==> src/nimh_pkg.sv <==
`default_nettype none

package nimh_pkg;

    localparam int unsigned START_STEP  = 10;
    localparam int unsigned REACH_STEP  = 2;
    localparam int unsigned LEVEL_COUNT = 11;
    localparam int unsigned DRIVE_CAP   = 3000;

    localparam int unsigned COMP_GAIN      = 70;
    localparam int unsigned COMP_SHIFT     = 7;
    localparam int unsigned GOAL_HI_MARGIN = 4;
    localparam int unsigned GOAL_LO_MARGIN = 2;
    localparam int unsigned DRIVE_MAX      = 4095;

    localparam int unsigned LEVEL_W = 4;
    localparam int unsigned IN_W    = 32;
    localparam int unsigned OUT_W   = 56;

    localparam logic [11:0] LEVEL_THR [LEVEL_COUNT] = '{
        12'd2300, 12'd2360, 12'd2400, 12'd2430, 12'd2460, 12'd2490,
        12'd2520, 12'd2550, 12'd2590, 12'd2640, 12'd2700
    };

    typedef enum logic [2:0] {
        PH_IDLE        = 3'd0,
        PH_RAMP        = 3'd1,
        PH_REACH       = 3'd2,
        PH_MAINTAIN    = 3'd3,
        PH_DONE        = 3'd4,
        PH_RAMP_FAULT  = 3'd5,
        PH_MAINT_FAULT = 3'd6
    } t_phase;

    typedef enum logic [1:0] {
        ACT_SAMPLE = 2'd0,
        ACT_START  = 2'd1,
        ACT_STOP   = 2'd2
    } t_action;

    typedef enum logic [1:0] {
        EV_NONE  = 2'd0,
        EV_FAIL  = 2'd1,
        EV_DONE  = 2'd2,
        EV_LEVEL = 2'd3
    } t_event;

    typedef enum logic [1:0] {
        RA_NONE     = 2'd0,
        RA_START    = 2'd1,
        RA_REACH    = 2'd2,
        RA_MAINTAIN = 2'd3
    } t_rearm;

    typedef enum logic [2:0] {
        CFG_START_VOLTAGE   = 3'd0,
        CFG_RAMP_END_CUR    = 3'd1,
        CFG_RAMP_MAX_VOLT   = 3'd2,
        CFG_GOAL_HALF_C     = 3'd3,
        CFG_GOAL_2_3_C      = 3'd4,
        CFG_REACH_MAX_VOLT  = 3'd5,
        CFG_DROP_THRESHOLD  = 3'd6,
        CFG_PEAK_TIMEOUT    = 3'd7
    } t_cfg_idx;

    typedef struct packed {
        logic [11:0] start_voltage;
        logic [11:0] ramp_end_current;
        logic [11:0] ramp_max_voltage;
        logic [11:0] goal_half_c;
        logic [11:0] goal_two_thirds_c;
        logic [11:0] reach_max_voltage;
        logic [11:0] drop_threshold;
        logic [15:0] peak_timeout_secs;
    } t_cfg;

    typedef struct packed {
        t_phase               phase;
        logic                 rate;
        logic [11:0]          drive;
        logic [11:0]          peak;
        logic [15:0]          secs;
        logic [5:0]           last_sec;
        logic [LEVEL_W-1:0]   level;
    } t_state;

    typedef struct packed {
        logic [1:0]  action;
        logic        charge_rate;
        logic [11:0] high_sense;
        logic [11:0] low_sense;
        logic        tick_due;
        logic [5:0]  second_now;
    } t_item;

    typedef struct packed {
        t_phase              phase;
        logic [11:0]         stepdown_setting;
        logic                charge_enable;
        t_event              event_code;
        logic [LEVEL_W-1:0]  battery_level;
        t_rearm              timer_rearm;
        logic signed [12:0]  sense_current;
        logic [11:0]         sense_vbat;
    } t_result;

endpackage

`default_nettype wire

==> src/nimh_charge_controller_unit.sv <==
// The input register holds an accepted request; its result is worked out from
// there and shown from the result register once that register can take it.
// Throughput: one request per cycle while m_axis_tready is high; the input
// register takes one request while a finished result waits on m_axis_tready.
// Reset: synchronous, active low; clears the phase to idle, all charge state,
// the pipeline valid flags and restores the default register values.
`default_nettype none

module nimh_charge_controller_unit (
    input  wire                        i_clk,
    input  wire                        i_rst_n,
    input  wire                        i_cfg_we,
    input  wire [2:0]                  i_cfg_index,
    input  wire [15:0]                 i_cfg_wdata,
    input  wire                        s_axis_tvalid,
    output logic                       s_axis_tready,
    // charge_rate, high_sense, low_sense, tick_due, second_now
    input  wire [nimh_pkg::IN_W-1:0]   s_axis_tdata,
    // action
    input  wire [1:0]                  s_axis_tuser,
    output logic                       m_axis_tvalid,
    input  wire                        m_axis_tready,
    // phase, stepdown_setting, charge_enable, event_code, battery_level,
    // timer_rearm, sense_current, sense_vbat, zero fill
    output logic [nimh_pkg::OUT_W-1:0] m_axis_tdata
);

    nimh_pkg::t_cfg     r_cfg;
    nimh_pkg::t_state   r_state;
    nimh_pkg::t_state   n_state;
    nimh_pkg::t_item    r_item;
    nimh_pkg::t_result  n_result;
    nimh_pkg::t_result  r_result;
    logic               r_in_valid;
    logic               r_out_valid;
    logic               advance;

    assign advance       = r_in_valid && (!r_out_valid || m_axis_tready);
    assign s_axis_tready = !r_in_valid || advance;
    assign m_axis_tvalid = r_out_valid;
    assign m_axis_tdata  = {7'd0, r_result.sense_vbat, r_result.sense_current,
                            r_result.timer_rearm, r_result.battery_level,
                            r_result.event_code, r_result.charge_enable,
                            r_result.stepdown_setting, r_result.phase};

    nimh_step u_step (
        .i_cfg    (r_cfg),
        .i_state  (r_state),
        .i_item   (r_item),
        .o_state  (n_state),
        .o_result (n_result)
    );

    always_ff @(posedge i_clk) begin
        if (!i_rst_n) begin
            r_cfg.start_voltage     <= 12'd1500;
            r_cfg.ramp_end_current  <= 12'd50;
            r_cfg.ramp_max_voltage  <= 12'd3000;
            r_cfg.goal_half_c       <= 12'd300;
            r_cfg.goal_two_thirds_c <= 12'd400;
            r_cfg.reach_max_voltage <= 12'd3000;
            r_cfg.drop_threshold    <= 12'd8;
            r_cfg.peak_timeout_secs <= 16'd1200;
        end else if (i_cfg_we) begin
            case (nimh_pkg::t_cfg_idx'(i_cfg_index))
                nimh_pkg::CFG_START_VOLTAGE:  r_cfg.start_voltage     <= i_cfg_wdata[11:0];
                nimh_pkg::CFG_RAMP_END_CUR:   r_cfg.ramp_end_current  <= i_cfg_wdata[11:0];
                nimh_pkg::CFG_RAMP_MAX_VOLT:  r_cfg.ramp_max_voltage  <= i_cfg_wdata[11:0];
                nimh_pkg::CFG_GOAL_HALF_C:    r_cfg.goal_half_c       <= i_cfg_wdata[11:0];
                nimh_pkg::CFG_GOAL_2_3_C:     r_cfg.goal_two_thirds_c <= i_cfg_wdata[11:0];
                nimh_pkg::CFG_REACH_MAX_VOLT: r_cfg.reach_max_voltage <= i_cfg_wdata[11:0];
                nimh_pkg::CFG_DROP_THRESHOLD: r_cfg.drop_threshold    <= i_cfg_wdata[11:0];
                nimh_pkg::CFG_PEAK_TIMEOUT:   r_cfg.peak_timeout_secs <= i_cfg_wdata;
                default: begin
                end
            endcase
        end
    end

    always_ff @(posedge i_clk) begin
        if (!i_rst_n) begin
            r_in_valid  <= 1'b0;
            r_out_valid <= 1'b0;
            r_state.phase    <= nimh_pkg::PH_IDLE;
            r_state.rate     <= 1'b0;
            r_state.drive    <= '0;
            r_state.peak     <= '0;
            r_state.secs     <= '0;
            r_state.last_sec <= '0;
            r_state.level    <= '0;
        end else begin
            if (s_axis_tvalid && s_axis_tready) begin
                r_in_valid <= 1'b1;
            end else if (advance) begin
                r_in_valid <= 1'b0;
            end
            if (advance) begin
                r_out_valid <= 1'b1;
                r_state     <= n_state;
            end else if (m_axis_tready) begin
                r_out_valid <= 1'b0;
            end
        end
    end

    always_ff @(posedge i_clk) begin
        if (s_axis_tvalid && s_axis_tready) begin
            r_item.action      <= s_axis_tuser;
            r_item.charge_rate <= s_axis_tdata[0];
            r_item.high_sense  <= s_axis_tdata[12:1];
            r_item.low_sense   <= s_axis_tdata[24:13];
            r_item.tick_due    <= s_axis_tdata[25];
            r_item.second_now  <= s_axis_tdata[31:26];
        end
        if (advance) begin
            r_result <= n_result;
        end
    end

endmodule

`default_nettype wire

==> src/nimh_step.sv <==
`default_nettype none

module nimh_step (
    input  wire nimh_pkg::t_cfg    i_cfg,
    input  wire nimh_pkg::t_state  i_state,
    input  wire nimh_pkg::t_item   i_item,
    output nimh_pkg::t_state       o_state,
    output nimh_pkg::t_result      o_result
);

    logic signed [12:0] cur;
    logic [11:0]        goal;
    logic [11:0]        lo;
    logic [11:0]        hi;
    logic [11:0]        peak_n;
    logic [11:0]        h_diff;
    logic [11:0]        drop;
    logic [11:0]        comp;
    logic [18:0]        prod;
    logic [11:0]        comp_inc;
    logic [3:0]         cand;
    nimh_pkg::t_state   st;
    nimh_pkg::t_event   ev;
    nimh_pkg::t_rearm   ra;
    logic               show_sense;

    // saturating raise of the step-down setting
    function automatic logic [11:0] drive_up(input logic [11:0] v, input logic [11:0] inc);
        logic [12:0] s;
        s = {1'b0, v} + {1'b0, inc};
        drive_up = (s > 13'(nimh_pkg::DRIVE_MAX)) ? 12'(nimh_pkg::DRIVE_MAX) : s[11:0];
    endfunction

    always_comb begin
        hi     = i_item.high_sense;
        lo     = i_item.low_sense;
        cur    = $signed({1'b0, hi}) - $signed({1'b0, lo});
        goal   = i_state.rate ? i_cfg.goal_two_thirds_c : i_cfg.goal_half_c;
        peak_n = (lo > i_state.peak) ? lo : i_state.peak;
        h_diff = (hi > lo) ? (hi - lo) : 12'd0;
        drop   = peak_n - lo;
        comp   = goal - h_diff;
        prod   = {7'd0, comp} * 19'(nimh_pkg::COMP_GAIN);
        comp_inc = 12'(prod >> nimh_pkg::COMP_SHIFT);

        cand = '0;
        for (int i = 0; i < nimh_pkg::LEVEL_COUNT; i++) begin
            if (lo > nimh_pkg::LEVEL_THR[i]) begin
                cand = 4'(i);
            end
        end

        st = i_state;
        ev = nimh_pkg::EV_NONE;
        ra = nimh_pkg::RA_NONE;
        show_sense = 1'b0;

        case (i_item.action)
            nimh_pkg::ACT_START: begin
                st.drive = i_cfg.start_voltage;
                st.phase = nimh_pkg::PH_RAMP;
                st.rate  = i_item.charge_rate;
                st.level = '0;
                st.secs  = '0;
                st.peak  = '0;
                ra = nimh_pkg::RA_START;
            end
            nimh_pkg::ACT_STOP: begin
                if (i_state.phase inside {nimh_pkg::PH_RAMP, nimh_pkg::PH_REACH,
                                          nimh_pkg::PH_MAINTAIN}) begin
                    st.phase = nimh_pkg::PH_IDLE;
                end
            end
            nimh_pkg::ACT_SAMPLE: begin
                show_sense = 1'b1;
                if (i_item.tick_due) begin
                    case (i_state.phase)
                        nimh_pkg::PH_RAMP: begin
                            if (cur > $signed({1'b0, i_cfg.ramp_end_current})) begin
                                st.phase = nimh_pkg::PH_REACH;
                                ra = nimh_pkg::RA_REACH;
                            end else begin
                                st.drive = drive_up(i_state.drive, 12'(nimh_pkg::START_STEP));
                                if (lo >= i_cfg.ramp_max_voltage) begin
                                    st.phase = nimh_pkg::PH_RAMP_FAULT;
                                    ev = nimh_pkg::EV_FAIL;
                                end
                            end
                        end
                        nimh_pkg::PH_REACH: begin
                            if (cur > $signed({1'b0, goal})) begin
                                st.phase = nimh_pkg::PH_MAINTAIN;
                                st.secs  = '0;
                                st.peak  = lo;
                                ra = nimh_pkg::RA_MAINTAIN;
                            end else begin
                                st.drive = drive_up(i_state.drive, 12'(nimh_pkg::REACH_STEP));
                                if (lo >= i_cfg.reach_max_voltage) begin
                                    st.phase = nimh_pkg::PH_RAMP_FAULT;
                                    ev = nimh_pkg::EV_FAIL;
                                end
                                ra = nimh_pkg::RA_REACH;
                            end
                        end
                        nimh_pkg::PH_MAINTAIN: begin
                            st.peak = peak_n;
                            if (lo > i_state.peak) begin
                                st.secs = '0;
                            end else if (i_state.last_sec != i_item.second_now) begin
                                st.last_sec = i_item.second_now;
                                if (i_state.secs != '1) begin
                                    st.secs = i_state.secs + 16'd1;
                                end
                            end
                            if (drop > i_cfg.drop_threshold) begin
                                st.phase = nimh_pkg::PH_DONE;
                                ev = nimh_pkg::EV_DONE;
                            end else if ({1'b0, h_diff} >
                                         ({1'b0, goal} + 13'(nimh_pkg::GOAL_HI_MARGIN))) begin
                                st.drive = (i_state.drive > 12'(nimh_pkg::REACH_STEP)) ?
                                           (i_state.drive - 12'(nimh_pkg::REACH_STEP)) : 12'd0;
                            end else if (({1'b0, h_diff} + 13'(nimh_pkg::GOAL_LO_MARGIN)) <
                                         {1'b0, goal}) begin
                                if (i_state.drive < 12'(nimh_pkg::DRIVE_CAP)) begin
                                    st.drive = drive_up(i_state.drive, comp_inc);
                                end
                                if (lo >= i_cfg.reach_max_voltage) begin
                                    st.phase = nimh_pkg::PH_MAINT_FAULT;
                                    ev = nimh_pkg::EV_FAIL;
                                end
                            end else if (st.secs >= i_cfg.peak_timeout_secs) begin
                                st.phase = nimh_pkg::PH_MAINT_FAULT;
                                ev = nimh_pkg::EV_FAIL;
                            end
                            if ((cand > i_state.level) && (ev == nimh_pkg::EV_NONE)) begin
                                st.level = cand;
                                ev = nimh_pkg::EV_LEVEL;
                            end
                            ra = nimh_pkg::RA_MAINTAIN;
                        end
                        default: begin
                        end
                    endcase
                end
            end
            default: begin
            end
        endcase

        o_state = st;
        o_result.phase            = st.phase;
        o_result.stepdown_setting = st.drive;
        o_result.charge_enable    = (st.phase == nimh_pkg::PH_RAMP) ||
                                    (st.phase == nimh_pkg::PH_REACH) ||
                                    (st.phase == nimh_pkg::PH_MAINTAIN);
        o_result.event_code       = ev;
        o_result.battery_level    = st.level;
        o_result.timer_rearm      = ra;
        o_result.sense_current    = show_sense ? cur : 13'sd0;
        o_result.sense_vbat       = show_sense ? lo : 12'd0;
    end

endmodule

`default_nettype wire

==> config.mk <==
export PLATFORM = sky130hd
export DESIGN_NAME = nimh_charge_controller_unit
export DESIGN_NICKNAME = d
export VERILOG_FILES = /design/src/nimh_pkg.sv /design/src/nimh_charge_controller_unit.sv /design/src/nimh_step.sv
export SDC_FILE = /design/constraint.sdc
export NUM_CORES = 1
export LEC_CHECK = 0
export BUFFER_PORTS_ARGS = -buffer_cell sky130_fd_sc_hd__buf_2
export CELL_PAD_IN_SITES_DETAIL_PLACEMENT = 0
export CELL_PAD_IN_SITES_GLOBAL_PLACEMENT = 1
export CORE_MARGIN = 4
export CORE_UTILIZATION = 51
export DETAILED_ROUTE_END_ITERATION = 12
export HOLD_SLACK_MARGIN = 0.03
export PLACE_DENSITY = 0.85
export SLEW_MARGIN = 20
export SYNTH_ARGS = -nofsm -noshare
export SYNTH_HDL_FRONTEND = slang
export SYNTH_SLANG_ARGS = --single-unit
==> constraint.sdc <==
create_clock -name i_clk -period 21.1 [get_ports i_clk]
set_input_delay 1.055 -clock i_clk [delete_from_list [all_inputs] [get_ports i_clk]]
set_output_delay 1.055 -clock i_clk [all_outputs]
set_load 0.005 [all_outputs]
==> impl_metrics.json <==
{
  "status": "finished, final reports clean",
  "critPathArrivalTime_ns": 10.63,
  "antenna_found_initial": 0,
  "synth-main-ff-cell": "dfxtp_1",
  "ctsResizeCount": 0,
  "cts_root_buf": "clkbuf_16",
  "drv_slew": 0,
  "syn-cell-area_um2": 18110,
  "cp.required_ns": 21.41,
  "mostFrequentLayoutCell": "nand2_1",
  "async_flop_share_pct": 0,
  "critPathKind": "reg2reg",
  "synthToLayoutAreaGrowth_pct": 9.991,
  "fin_nets": 2515,
  "rows": 68,
  "clock_sinks": 239,
  "ir_drop_v": 0.0002984,
  "path_clk_slew_ns": 0.06,
  "clock_latency_ns": 0.59,
  "n_antenna_cell": 0,
  "crit_fanout": 11,
  "drt_wl_total_mm": 57.92,
  "min_period_ns": 10.32,
  "io_pins": 116,
  "first_pass_iters": 6,
  "drv_cap": 0,
  "port_buffers": 108,
  "final_cell_mix": "nand2_1 (323), ha_1 (201), inv_1 (163), dfxtp_1 (156), nor2_1 (155)",
  "dp_hpwl_mm": 43.33,
  "r2r_slack_ns": 10.78,
  "grt_max_degree": 83,
  "cts_tree": "yes",
  "wl_per_cell_um": 21.28,
  "cts_buffer_depth": 3,
  "timing.hold.ws_ns": 0.4655,
  "ys_seq_area_share_pct": 31.01,
  "gp_congestion": 0.9449,
  "end_kind": "flip-flop",
  "synth_top_area_share_pct": 17.25,
  "clock_skew_ns": 0.008234,
  "startpoint_type": "flip-flop",
  "synth_edf_count": 83,
  "die_y_um": 196.4,
  "min_period_over_period_pct": 48.90,
  "synthCells": 2198,
  "remaining_drc_errors": 0,
  "first_iter_violations": 1557,
  "via_per_inst": 6.030,
  "cts-hold-fix-buffers": 0,
  "vias": 16410,
  "ant_nets": 0,
  "gr-usage-all-layers_pct": 29.30,
  "ys_warn_count": 0,
  "slowest_stage": "a21boi_1",
  "start_util_pct": 52.04,
  "fp.coreArea_um2": 34800,
  "grt_pass1_vias": 16010,
  "dpl.cell_count": 2670,
  "ys_ff_latch": 239,
  "critPathMaxStageDelay_ns": 0.74,
  "rsz0062_at_grt": "false",
  "place_ws_ns": 11.01,
  "crit_top_cell": "ha_1",
  "hold_viol_final": 0,
  "fin_util_pct": 57.24,
  "fp.dieW_um": 196.4,
  "p_leak_nw": 8.025,
  "layout-drive-gt1-share_pct": 9.440,
  "p_per_area_nw_per_um2": 102.8,
  "dieArea_um2": 38590,
  "maxSlewHeadroom_pct": 27.95,
  "fin_cells": 2722,
  "hp-class": "reg2reg",
  "max_freq_ghz": 0.09692,
  "cts_setup_buffers": 0,
  "grt_overflow": 0,
  "tightest_slew_ns": 1.077,
  "synthTopCellsByArea": "dfxtp_1 (17%), ha_1 (14%), edfxtp_1 (14%)",
  "postSynthAreaPerCell_um2": 8.239,
  "setup_viol": 0,
  "cts_buffers": 28,
  "ys_types": 93,
  "cts_max_level": 1,
  "grt_first_pass_wirelength_mm": 90.47,
  "synth.largest_area_cell": "dfxtp_1",
  "finalWorstSetupSlack_ns": 10.78,
  "tns_ns": 0
}
layout make-up:
class                      instances  area (µm²)
fill                            3267       14880
multi-input combinational       1682       11390
sequential                       239        5615
clock buffer                      29       714.4
timing repair buffer             127       685.7
inverter                         167       626.9
tap                              455       569.3
clock inverter                    23       316.6
power breakdown:
part / internal [W] / switching [W]
combinational: 0.000397 / 0.000600
sequential: 0.000494 / 0.0000171
clock: 0.000323 / 0.000215
layer usage:
metal | routed length (µm) | global-route usage (%) | vias to the layer above
met5 | 0 | 0 | -
met2 | 27130 | 49.64 | 605
met3 | 3766 | 4.085 | 128
met4 | 2289 | 10.09 | 0
met1 | 24740 | 38.58 | 7752
li1 | - | - | 7929
sequential cells by signal, summed over array words and instances (netlist names):
name,flops
m_axis_tvalid,1
r_item,34
r_state,54
m_axis_tdata,49
r_cfg,100
r_in_valid,1
metrics by stage:
step | power, W | instance area (µm²)
detailed placement | 0.001504 | 18880
floorplan | 0.001242 | 18130
global route | 0.002203 | 19920
CTS | 0.002054 | 19910
global placement | 0.001489 | 18880
finish | 0.002047 | 19920
worst max-delay path: cells and delay by family, from the launching register on:
kind | cells | cell delay [ns]
DFF | 1 | 0.60
xor gates and xnor gates | 2 | 0.43
buffers and inverters | 1 | 0.37
AOI/OAI and AO/OA | 18 | 4.64
adders and majority gates | 7 | 2.66
and+or+nand+nor | 8 | 1.34
logic make-up (layout without fill, tap and decap cells):
logic type | count (synthesis) | after routing | share of synthesized area [%]
buf+inv | 283 | 346 | 6.412
xor+xnor | 76 | 76 | 3.676
compound gates | 563 | 563 | 21.47
fa+ha+maj | 212 | 212 | 15.10
simple gates | 797 | 797 | 20.78
flops | 239 | 239 | 31.01
other cells | 1 | 7 | 0.02071
mux | 27 | 27 | 1.527
synthesized netlist by cell type, drive strengths merged, types with 10 or more instances:
cell	number
o21a	29
dfxtp	156
buf	33
fa	11
and3	21
nand3	61
nor2	156
xor2	22
nor3b	10
nor4	13
a211oi	18
a31oi	21
clkbuf	83
nand4	34
xnor2	54
a21oi	85
nor2b	48
nand2b	25
inv	165
o21ai	104
and2	25
a21boi	83
o211ai	60
ha	201
a21o	25
a22oi	21
or2	11
edfxtp	83
nor3	35
nand2	324
mux2i	25
worst paths after layout:
path | depth (start not counted) | end | startpoint
setup / recovery | 36 | m_axis_tdata[12] | r_item[12]
setup reg to reg | 36 | m_axis_tdata[12] | r_item[12]
hold reg to reg | 2 | r_cfg[40] | r_cfg[40]
hold / removal | 2 | r_cfg[40] | r_cfg[40]
(Power assumes the default switching activity.)
